[config.mk]
export PLATFORM = sky130hd
export DESIGN_NAME = sobel_ctrl
export DESIGN_NICKNAME = d
export VERILOG_FILES = /design/src/rtl/sobel_pkg.sv /design/src/rtl/sobel_ctrl.sv
export SDC_FILE = /design/constraint.sdc
export NUM_CORES = 1
export LEC_CHECK = 0
export BUFFER_PORTS_ARGS = -buffer_cell sky130_fd_sc_hd__buf_2
export CORE_MARGIN = 2
export CORE_UTILIZATION = 60
export CTS_CLUSTER_DIAMETER = 100
export CTS_CLUSTER_SIZE = 28
export DETAILED_ROUTE_END_ITERATION = 12
export PLACE_DENSITY = 0.81
export SETUP_SLACK_MARGIN = 0.2
export SLEW_MARGIN = 20
export SYNTH_ARGS = -nofsm -noshare
export SYNTH_HDL_FRONTEND = slang
export SYNTH_SLANG_ARGS = --single-unit
[constraint.sdc]
create_clock -name clk_i -period 5.8 [get_ports clk_i]
set_input_delay 0.29 -clock clk_i [delete_from_list [all_inputs] [get_ports clk_i]]
set_output_delay 0.29 -clock clk_i [all_outputs]
set_load 0.02 [all_outputs]
[src/rtl/sobel_pkg.sv]
`default_nettype none
package sobel_pkg;

  // Pixel and register widths
  localparam int unsigned PIX_W    = 8;
  localparam int unsigned IMG_W_W  = 11;
  localparam int unsigned IMG_H_W  = 13;
  localparam int unsigned THR_W    = 11;
  localparam int unsigned CFG_W    = 13;
  localparam int unsigned CFG_IDX_W = 2;

  // Register indexes
  localparam logic [CFG_IDX_W-1:0] REG_IMG_WIDTH  = 2'd0;
  localparam logic [CFG_IDX_W-1:0] REG_IMG_HEIGHT = 2'd1;
  localparam logic [CFG_IDX_W-1:0] REG_EDGE_THR   = 2'd2;

  // Gradient and root widths
  localparam int unsigned ABS_W  = 11;
  localparam int unsigned SQ_W   = 22;
  localparam int unsigned ROOT_STEPS = 11;
  localparam logic [SQ_W-1:0] ROOT_TOP = SQ_W'(1) << 20;
  localparam logic [SQ_W-1:0] SAT_MAX  = SQ_W'(255);

  // Per-item command: which window taps are padded, whether it emits, whether it is last
  typedef struct packed {
    logic emit;
    logic top_z;
    logic bot_z;
    logic left_z;
    logic right_z;
    logic last;
  } sobel_cmd_t;

  // Datapath operations issued by the controller
  typedef struct packed {
    logic ld_win;
    logic ld_grad;
    logic ld_sq;
    logic root_step;
    logic out_load;
    logic out_drop;
  } sobel_op_t;

  // Datapath status
  typedef struct packed {
    logic out_free;
  } sobel_stat_t;

endpackage
`default_nettype wire

[src/rtl/sobel_ctrl.sv]
`default_nettype none
module sobel_ctrl import sobel_pkg::*; #(
  parameter int unsigned MAX_WIDTH = 1024,
  localparam int unsigned CW = $clog2(MAX_WIDTH),
  localparam int unsigned EW = ($clog2(MAX_WIDTH+1) > IMG_W_W) ?
                               $clog2(MAX_WIDTH+1) : IMG_W_W
) (
  input  wire logic                 clk_i,
  input  wire logic                 rst_ni,
  input  wire logic                 in_valid_i,
  output      logic                 in_ready_o,
  input  wire logic [PIX_W-1:0]     in_pix_i,
  input  wire logic                 in_flush_i,
  input  wire logic                 cfg_we_i,
  input  wire logic [CFG_IDX_W-1:0] cfg_index_i,
  input  wire logic [CFG_W-1:0]     cfg_data_i,
  input  wire sobel_stat_t          stat_i,
  output      sobel_op_t            op_o,
  output      sobel_cmd_t           cmd_o,
  output      logic [CW-1:0]        raddr_o,
  output      logic [CW-1:0]        waddr_o,
  output      logic [PIX_W-1:0]     pix_o,
  output      logic [THR_W-1:0]     thr_o
);

  localparam logic [2:0] ST_IDLE = 3'd0;
  localparam logic [2:0] ST_RD   = 3'd1;
  localparam logic [2:0] ST_GRAD = 3'd2;
  localparam logic [2:0] ST_SQ   = 3'd3;
  localparam logic [2:0] ST_ROOT = 3'd4;
  localparam logic [2:0] ST_OUT  = 3'd5;

  logic [2:0] state_q, state_d;
  logic [3:0] step_q, step_d;
  logic [IMG_W_W-1:0] img_w_q;
  logic [IMG_H_W-1:0] img_h_q;
  logic [THR_W-1:0] thr_q;
  logic [CW-1:0] col_q, col_d, c;
  logic [IMG_H_W-1:0] row_q, row_d;
  logic drain_q, drain_d;
  logic [EW-1:0] d_q, d_d;
  logic [EW-1:0] eff_w, w_ext, col_nx;
  logic [IMG_H_W-1:0] eff_h;
  logic [IMG_H_W:0] row_nx;
  sobel_cmd_t cmd_q, cmd_d;
  logic [CW-1:0] addr_q, addr_d;
  logic [PIX_W-1:0] pix_q;
  logic accept, work, restart;

  // Effective frame size
  assign w_ext = EW'(img_w_q);
  assign eff_w = (img_w_q == '0) ? EW'(1) :
                 (w_ext > EW'(MAX_WIDTH)) ? EW'(MAX_WIDTH) : w_ext;
  assign eff_h = (img_h_q == '0) ? IMG_H_W'(1) : img_h_q;

  assign in_ready_o = (state_q == ST_IDLE);
  assign accept  = in_valid_i && in_ready_o;
  assign work    = accept && (drain_q || !in_flush_i);
  assign restart = cfg_we_i &&
                   (cfg_index_i == REG_IMG_WIDTH || cfg_index_i == REG_IMG_HEIGHT);

  assign c      = (EW'(col_q) >= eff_w) ? '0 : col_q;
  assign col_nx = EW'(c) + EW'(1);
  assign row_nx = (IMG_H_W+1)'(row_q) + (IMG_H_W+1)'(1);

  // Position, padding and emit decision for the accepted item
  always_comb begin
    col_d  = col_q;
    row_d  = row_q;
    drain_d = drain_q;
    d_d    = d_q;
    cmd_d  = '0;
    addr_d = c;
    if (!drain_q) begin
      if (c != '0) begin
        cmd_d.emit    = (row_q >= IMG_H_W'(1));
        cmd_d.top_z   = (row_q == IMG_H_W'(1));
        cmd_d.bot_z   = (row_q >= eff_h);
        cmd_d.left_z  = (c == CW'(1));
        cmd_d.right_z = (EW'(c) >= eff_w);
      end else begin
        cmd_d.emit    = (row_q >= IMG_H_W'(2));
        cmd_d.top_z   = (row_q == IMG_H_W'(2));
        cmd_d.bot_z   = ((IMG_H_W+1)'(row_q) >= (IMG_H_W+1)'(eff_h) + (IMG_H_W+1)'(1));
        cmd_d.left_z  = (eff_w == EW'(1));
        cmd_d.right_z = 1'b1;
      end
      if (col_nx >= eff_w) begin
        col_d = '0;
        if (row_nx >= (IMG_H_W+1)'(eff_h)) begin
          row_d   = '0;
          drain_d = 1'b1;
          d_d     = '0;
        end else begin
          row_d = row_nx[IMG_H_W-1:0];
        end
      end else begin
        col_d = col_nx[CW-1:0];
      end
    end else begin
      addr_d = (d_q < eff_w) ? d_q[CW-1:0] : '0;
      if (d_q == '0) begin
        cmd_d.emit    = (eff_h >= IMG_H_W'(2));
        cmd_d.top_z   = (eff_h == IMG_H_W'(2));
        cmd_d.left_z  = (eff_w == EW'(1));
        cmd_d.right_z = 1'b1;
      end else if (d_q < eff_w) begin
        cmd_d.emit    = 1'b1;
        cmd_d.top_z   = (eff_h == IMG_H_W'(1));
        cmd_d.bot_z   = 1'b1;
        cmd_d.left_z  = (d_q == EW'(1));
      end else begin
        cmd_d.emit    = 1'b1;
        cmd_d.top_z   = (eff_h == IMG_H_W'(1));
        cmd_d.bot_z   = 1'b1;
        cmd_d.left_z  = (eff_w == EW'(1));
        cmd_d.right_z = 1'b1;
        cmd_d.last    = 1'b1;
      end
      if (d_q >= eff_w) begin
        drain_d = 1'b0;
        row_d   = '0;
        col_d   = '0;
      end else begin
        d_d = d_q + EW'(1);
      end
    end
  end

  // Sequencer
  always_comb begin
    state_d = state_q;
    step_d  = step_q;
    op_o    = '0;
    op_o.out_drop = restart;
    case (state_q)
      ST_IDLE: begin
        if (work) state_d = ST_RD;
      end
      ST_RD: begin
        op_o.ld_win = 1'b1;
        state_d = cmd_q.emit ? ST_GRAD : ST_IDLE;
      end
      ST_GRAD: begin
        op_o.ld_grad = 1'b1;
        state_d = ST_SQ;
      end
      ST_SQ: begin
        op_o.ld_sq = 1'b1;
        step_d  = '0;
        state_d = ST_ROOT;
      end
      ST_ROOT: begin
        op_o.root_step = 1'b1;
        step_d = step_q + 4'd1;
        if (step_q == 4'(ROOT_STEPS - 1)) state_d = ST_OUT;
      end
      ST_OUT: begin
        if (stat_i.out_free) begin
          op_o.out_load = 1'b1;
          state_d = ST_IDLE;
        end
      end
      default: state_d = ST_IDLE;
    endcase
  end

  always_ff @(posedge clk_i or negedge rst_ni) begin
    if (!rst_ni) begin
      state_q <= ST_IDLE;
      step_q  <= '0;
      img_w_q <= IMG_W_W'(512);
      img_h_q <= IMG_H_W'(512);
      thr_q   <= THR_W'(70);
      col_q   <= '0;
      row_q   <= '0;
      drain_q <= 1'b0;
      d_q     <= '0;
    end else begin
      state_q <= state_d;
      step_q  <= step_d;
      if (restart) begin
        col_q   <= '0;
        row_q   <= '0;
        drain_q <= 1'b0;
        d_q     <= '0;
      end else if (work) begin
        col_q   <= col_d;
        row_q   <= row_d;
        drain_q <= drain_d;
        d_q     <= d_d;
      end
      if (cfg_we_i) begin
        case (cfg_index_i)
          REG_IMG_WIDTH:  img_w_q <= cfg_data_i[IMG_W_W-1:0];
          REG_IMG_HEIGHT: img_h_q <= cfg_data_i[IMG_H_W-1:0];
          REG_EDGE_THR:   thr_q   <= cfg_data_i[THR_W-1:0];
          default: ;
        endcase
      end
    end
  end

  // Item command held while the item is worked on
  always_ff @(posedge clk_i) begin
    if (work) begin
      cmd_q  <= cmd_d;
      addr_q <= addr_d;
      pix_q  <= drain_q ? '0 : in_pix_i;
    end
  end

  assign cmd_o   = cmd_q;
  assign raddr_o = addr_d;
  assign waddr_o = addr_q;
  assign pix_o   = pix_q;
  assign thr_o   = thr_q;

  // Checks
  a_col_in_row: assert property (@(posedge clk_i) disable iff (!rst_ni)
    EW'(col_q) < eff_w) else $error("column past row end");
  a_row_in_frame: assert property (@(posedge clk_i) disable iff (!rst_ni)
    row_q < eff_h) else $error("row past frame end");
  a_drain_bound: assert property (@(posedge clk_i) disable iff (!rst_ni)
    drain_q |-> d_q <= eff_w) else $error("drain count overrun");
  a_step_only_root: assert property (@(posedge clk_i) disable iff (!rst_ni)
    (state_q == ST_ROOT) |-> step_q < 4'(ROOT_STEPS)) else $error("root loop overrun");

endmodule
`default_nettype wire

==> results_tabular.tex <==
\begin{tabular}{lr}
\hline
Metric & Value \\
\hline
\multicolumn{2}{l}{\textbf{Place}} \\
\quad Post-DP HPWL & 14.9 mm \\
\quad Placer Congestion & 0.920 \\
\quad \# port buffers & 80 \\
\quad Dpl cells & approximately 1000 \\
\multicolumn{2}{l}{\textbf{Finish}} \\
\quad Ant diodes & 0 \\
\quad Share of layout cells above drive strength 1 & 0.225 \\
\quad Final cell utilization of the core & 0.695 \\
\quad Non-Filler Instances & 1023 \\
\quad Layout Nets & roughly 970 \\
\quad Synthesis-to-finish area growth & 12.6\% \\
\multicolumn{2}{l}{\textbf{Timing}} \\
\quad Clock Skews & 0.0134 ns \\
\quad Final Max Slew Viols & 0 \\
\quad RSZ-0062 raised after global routing & false \\
\quad Worst hold slack across all endpoints & -0.0612 ns \\
\quad Post-Route Setup TNS & 0 ns \\
\quad Max Fclk & approximately 190 MHz \\
\quad Number of setup violations in the final report & 0 \\
\quad Period minus WS final & around 5.3 ns \\
\quad Rel. slew slack & 0.388 \\
\quad Share of the cycle needed by the critical path after routing & 0.920 \\
\quad Number of failing hold endpoints at the final stage & 45 \\
\quad Slew of the pin with the lowest slew margin & a little over 0.9 ns \\
\multicolumn{2}{l}{\textbf{Pwr}} \\
\quad Leakage Power & about 0.0038 uW \\
\quad Power consumption & 3110 uW \\
\quad Largest vdd supply drop & 0.000257 V \\
\quad Pwr dens & around 370 mW/mm\^{}2 \\
\multicolumn{2}{l}{\textbf{Clock network}} \\
\quad Total clock sinks & between 100 and 150 \\
\quad Cell at the root of the clock tree & sky130\_fd\_sc\_hd\_\_clkbuf\_16 \\
\quad Deepest clock path buffer count & 2 \\
\quad Clock-pin transition on the worst setup and hold timing paths & 0.07 ns \\
\quad Clock latency at the later pin of the worst-skew pair & 0.36 ns \\
\quad Number of buffers added by the clock tree synthesis step & 9 \\
\quad TritonCTS clock tree & done \\
\quad H-Tree Level Count & 3 \\
\multicolumn{2}{l}{\textbf{Setup path}} \\
\quad Crit path kind & flip-flop to flip-flop \\
\quad CP startpoint kind & flip-flop \\
\quad Data arrival time at the worst-slack endpoint & 5.57 ns \\
\quad Critical path endpoint category & flip-flop \\
\quad Peak fanout along the critical path & 5 \\
\quad Critical Path RT & slightly above 6 ns \\
\multicolumn{2}{l}{\textbf{Yosys}} \\
\quad Cell type contributing the most total cell area after synthesis & sky130\_fd\_sc\_hd\_\_dfrtp\_1 \\
\quad Number of synthesized register bits & 101 \\
\quad Most used flip-flop cell after synthesis & sky130\_fd\_sc\_hd\_\_dfrtp\_1 \\
\quad Proportion of synthesized flip-flops having asynchronous set or reset & 0.762 \\
\quad Largest cells by area after synthesis & sky130\_fd\_sc\_hd\_\_dfrtp\_1, sky130\_fd\_sc\_hd\_\_ha\_1, sky130\_fd\_sc\_hd\_\_edfxtp\_1 \\
\quad Most frequent cell after synthesis & sky130\_fd\_sc\_hd\_\_ha\_1 \\
\quad Sequential area share after synthesis & 0.357 \\
\quad Post-Synthesis Net Count & slightly below 900 \\
\quad Cells after Synth & 771 \\
\quad Yosys warning count & 0 \\
\quad Post-Syn Area & 0.00744 sq mm \\
\quad Area share of the largest cell type after synthesis & 0.242 \\
\quad Count of different cell masters after synthesis & a little over 80 \\
\quad EDFF count, synth & 24 \\
\quad Post-synthesis area per instance & 9.65 sq um \\
\quad Most numerous cell types in the synthesized netlist & sky130\_fd\_sc\_hd\_\_ha\_1, sky130\_fd\_sc\_hd\_\_dfrtp\_1, sky130\_fd\_sc\_hd\_\_nand2\_1 \\
\multicolumn{2}{l}{\textbf{Route}} \\
\quad Via total after detailed routing & 6437 \\
\quad Uppermost layer routed & met4 \\
\quad DRC Markers & 0 \\
\quad Wire length after detailed routing & 19.7 mm \\
\quad Wire length on met1 & around 8.6 mm \\
\quad Number of vias per cell & 6.29 \\
\quad DRC marker count from the first detailed-route iteration & 663 \\
\quad First-pass detailed-route iteration total & 6 \\
\quad Met2 Wirelength & 9.52 mm \\
\quad Post-DR wirelength/cell & 19.3 um \\
\quad Routed wire length on met3 & 1.24 mm \\
\quad Number of antenna-violating nets in the routed design & 0 \\
\multicolumn{2}{l}{\textbf{Floorplanning}} \\
\quad Starting Density & 0.617 \\
\quad Die X-Extent & 115 um \\
\quad Number of rows in the core area & 40 \\
\quad Total Die Area & 0.0133 sq mm \\
\quad Overall die height & $\sim$120 um \\
\quad Placeable core area & 0.0121 sq mm \\
\quad IO Pins & 81 \\
\multicolumn{2}{l}{\textbf{Outcome}} \\
\quad Violated checks & hold timing \\
\quad Outcome & complete, but fails checks \\
\multicolumn{2}{l}{\textbf{Global routing}} \\
\quad Pin count of the biggest net entering global routing & between 70 and 80 \\
\quad Sum of overflow across all layers after global routing & 0 \\
\quad Wire length of the first global-routing pass & 31.8 mm \\
\quad Antenna violations before repair & 0 \\
\quad Number of global-route vias before repair & roughly 6300 \\
\quad GRT Util Overall & 0.308 \\
\multicolumn{2}{l}{\textbf{Run}} \\
\quad Total of max-cap violations & 0 \\
\multicolumn{2}{l}{\textbf{Worst hold path}} \\
\quad Classification of the worst-slack hold path & input port to asynchronous set/reset pin \\
\hline
\end{tabular}
-- path summary, 6_finish.rpt --
check                                       start                 endpoint  slack, ns  depth (start not counted)
min                                        rst_ni   state_q[2]$_DFFE_PN0P_      -0.06                          1
min reg2reg                  thr_o[5]$_DFFE_PN0P_     thr_o[5]$_DFFE_PN0P_       0.51                          1
max reg2reg                img_w_q[4]$_DFFE_PN0P_     row_q[2]$_DFFE_PN0P_       0.46                         25
max in group asynchronous                  rst_ni     thr_o[7]$_DFFE_PN0P_       5.34                          1
max                        img_w_q[4]$_DFFE_PN0P_     row_q[2]$_DFFE_PN0P_       0.46                         25
min in group clk_i                 cfg_data_i[12]  img_h_q[12]$_DFFE_PN0P_       0.17                          2
-- cell usage in the layout, fill, tap and decap left out, types with 7 or more instances in the layout --
cell,n
sky130_fd_sc_hd__o31ai_1,8
sky130_fd_sc_hd__a21oi_1,36
sky130_fd_sc_hd__nand2_1,62
sky130_fd_sc_hd__and3_1,11
sky130_fd_sc_hd__o21ai_1,16
sky130_fd_sc_hd__and2_1,12
sky130_fd_sc_hd__nor2_1,36
sky130_fd_sc_hd__clkbuf_16,9
sky130_fd_sc_hd__nor3_1,9
sky130_fd_sc_hd__ha_1,92
sky130_fd_sc_hd__nand3_1,36
sky130_fd_sc_hd__buf_2,79
sky130_fd_sc_hd__o21ai_0,35
sky130_fd_sc_hd__mux2_2,33
sky130_fd_sc_hd__dfrtp_1,72
sky130_fd_sc_hd__o21a_1,7
sky130_fd_sc_hd__nand4_1,17
sky130_fd_sc_hd__a22o_1,11
sky130_fd_sc_hd__nor4_1,8
sky130_fd_sc_hd__buf_4,15
sky130_fd_sc_hd__inv_1,42
sky130_fd_sc_hd__xnor2_1,19
sky130_fd_sc_hd__edfxtp_1,24
sky130_fd_sc_hd__a31oi_1,12
sky130_fd_sc_hd__a21o_1,8
sky130_fd_sc_hd__nor2b_1,16
-- layout make-up --
cell class	instances	area, sq um
timing repair buffer	95	519
fill	958	3680
clock inverter	5	35.0
clock buffer	11	243
multi-input combinational	599	4550
inverter	44	165
sequential	101	2650
tap	168	210
-- power by group --
| group | switching (uW) | total (uW) | internal [uW] |
|---|---|---|---|
| Combinational | 883 | 1430 | 549 |
| Clock | 275 | 579 | 304 |
| Sequential | 194 | 1100 | 905 |
-- stage by stage --
stage | instance area (sq um) | hold WS (ns) | setup WS (ns)
CTS | 8280 | 0.126 | 0.216
finish | 8380 | -0.0612 | 0.464
floorplan | 7440 | -0.00559 | 0.493
global placement | 7990 | 0.477 | 0.504
global route | 8380 | 0.0144 | 0.155
detailed placement | 7990 | 0.493 | 0.221
-- worst max-delay path, cell delays in order (launching register included) --
cell and delay, ns:
sky130_fd_sc_hd__dfrtp_1 0.41, sky130_fd_sc_hd__nor4_2 0.27, sky130_fd_sc_hd__nand3_1 0.15, sky130_fd_sc_hd__o21ai_2 0.20, sky130_fd_sc_hd__nand2_2 0.12, sky130_fd_sc_hd__ha_1 0.31, sky130_fd_sc_hd__a21oi_1 0.16, sky130_fd_sc_hd__nor2b_1 0.09
sky130_fd_sc_hd__a2111oi_4 0.36, sky130_fd_sc_hd__a21bo_2 0.20, sky130_fd_sc_hd__nand2_1 0.09, sky130_fd_sc_hd__inv_1 0.12, sky130_fd_sc_hd__ha_1 0.17, sky130_fd_sc_hd__nand3_1 0.14, sky130_fd_sc_hd__inv_2 0.12, sky130_fd_sc_hd__nand2_1 0.09
sky130_fd_sc_hd__or3_1 0.39, sky130_fd_sc_hd__a21oi_1 0.18, sky130_fd_sc_hd__ha_1 0.28, sky130_fd_sc_hd__a211oi_1 0.25, sky130_fd_sc_hd__nand2_1 0.13, sky130_fd_sc_hd__a31oi_4 0.20, sky130_fd_sc_hd__o211ai_1 0.28, sky130_fd_sc_hd__buf_4 0.27
sky130_fd_sc_hd__nand4_2 0.13, sky130_fd_sc_hd__o22ai_1 0.09
-- kinds of logic after synthesis --
| kind of cell | count (synthesis) | share of synthesized area |
|---|---|---|
| adders and majority gates | 92 | 0.155 |
| AOI/OAI and AO/OA | 194 | 0.183 |
| xor gates and xnor gates | 24 | 0.0283 |
| muxes | 37 | 0.0560 |
| buffers and inverters | 71 | 0.0410 |
| DFF | 101 | 0.357 |
| and+or+nand+nor | 252 | 0.181 |
-- timing repair --
| action | in CTS | in global routing |
|---|---|---|
| pin swaps | 1 | 4 |
| setup buffers | 1 | 4 |
| resized for setup | 0 | 14 |
| setup endpoints to repair | 2 | 35 |
| hold buffers | 0 | 0 |
| cloned | 0 | 0 |
-- registers in the layout (all words and copies together), names as in the netlist, 3 cells and up --
signal and count:
pix_o 8, waddr_o 10, step_q 4, d_q 11, img_w_q 11, thr_o 11
cmd_o 6, row_q 13, img_h_q 13, state_q 3, col_q 10
-- metal layers --
metal  track usage  up-vias
li1              -     3021
met1         0.408     3132
met2         0.515      250
met3        0.0580       34
met4        0.0892        0
met5             0        -
Power figures use the tool's default switching activity.
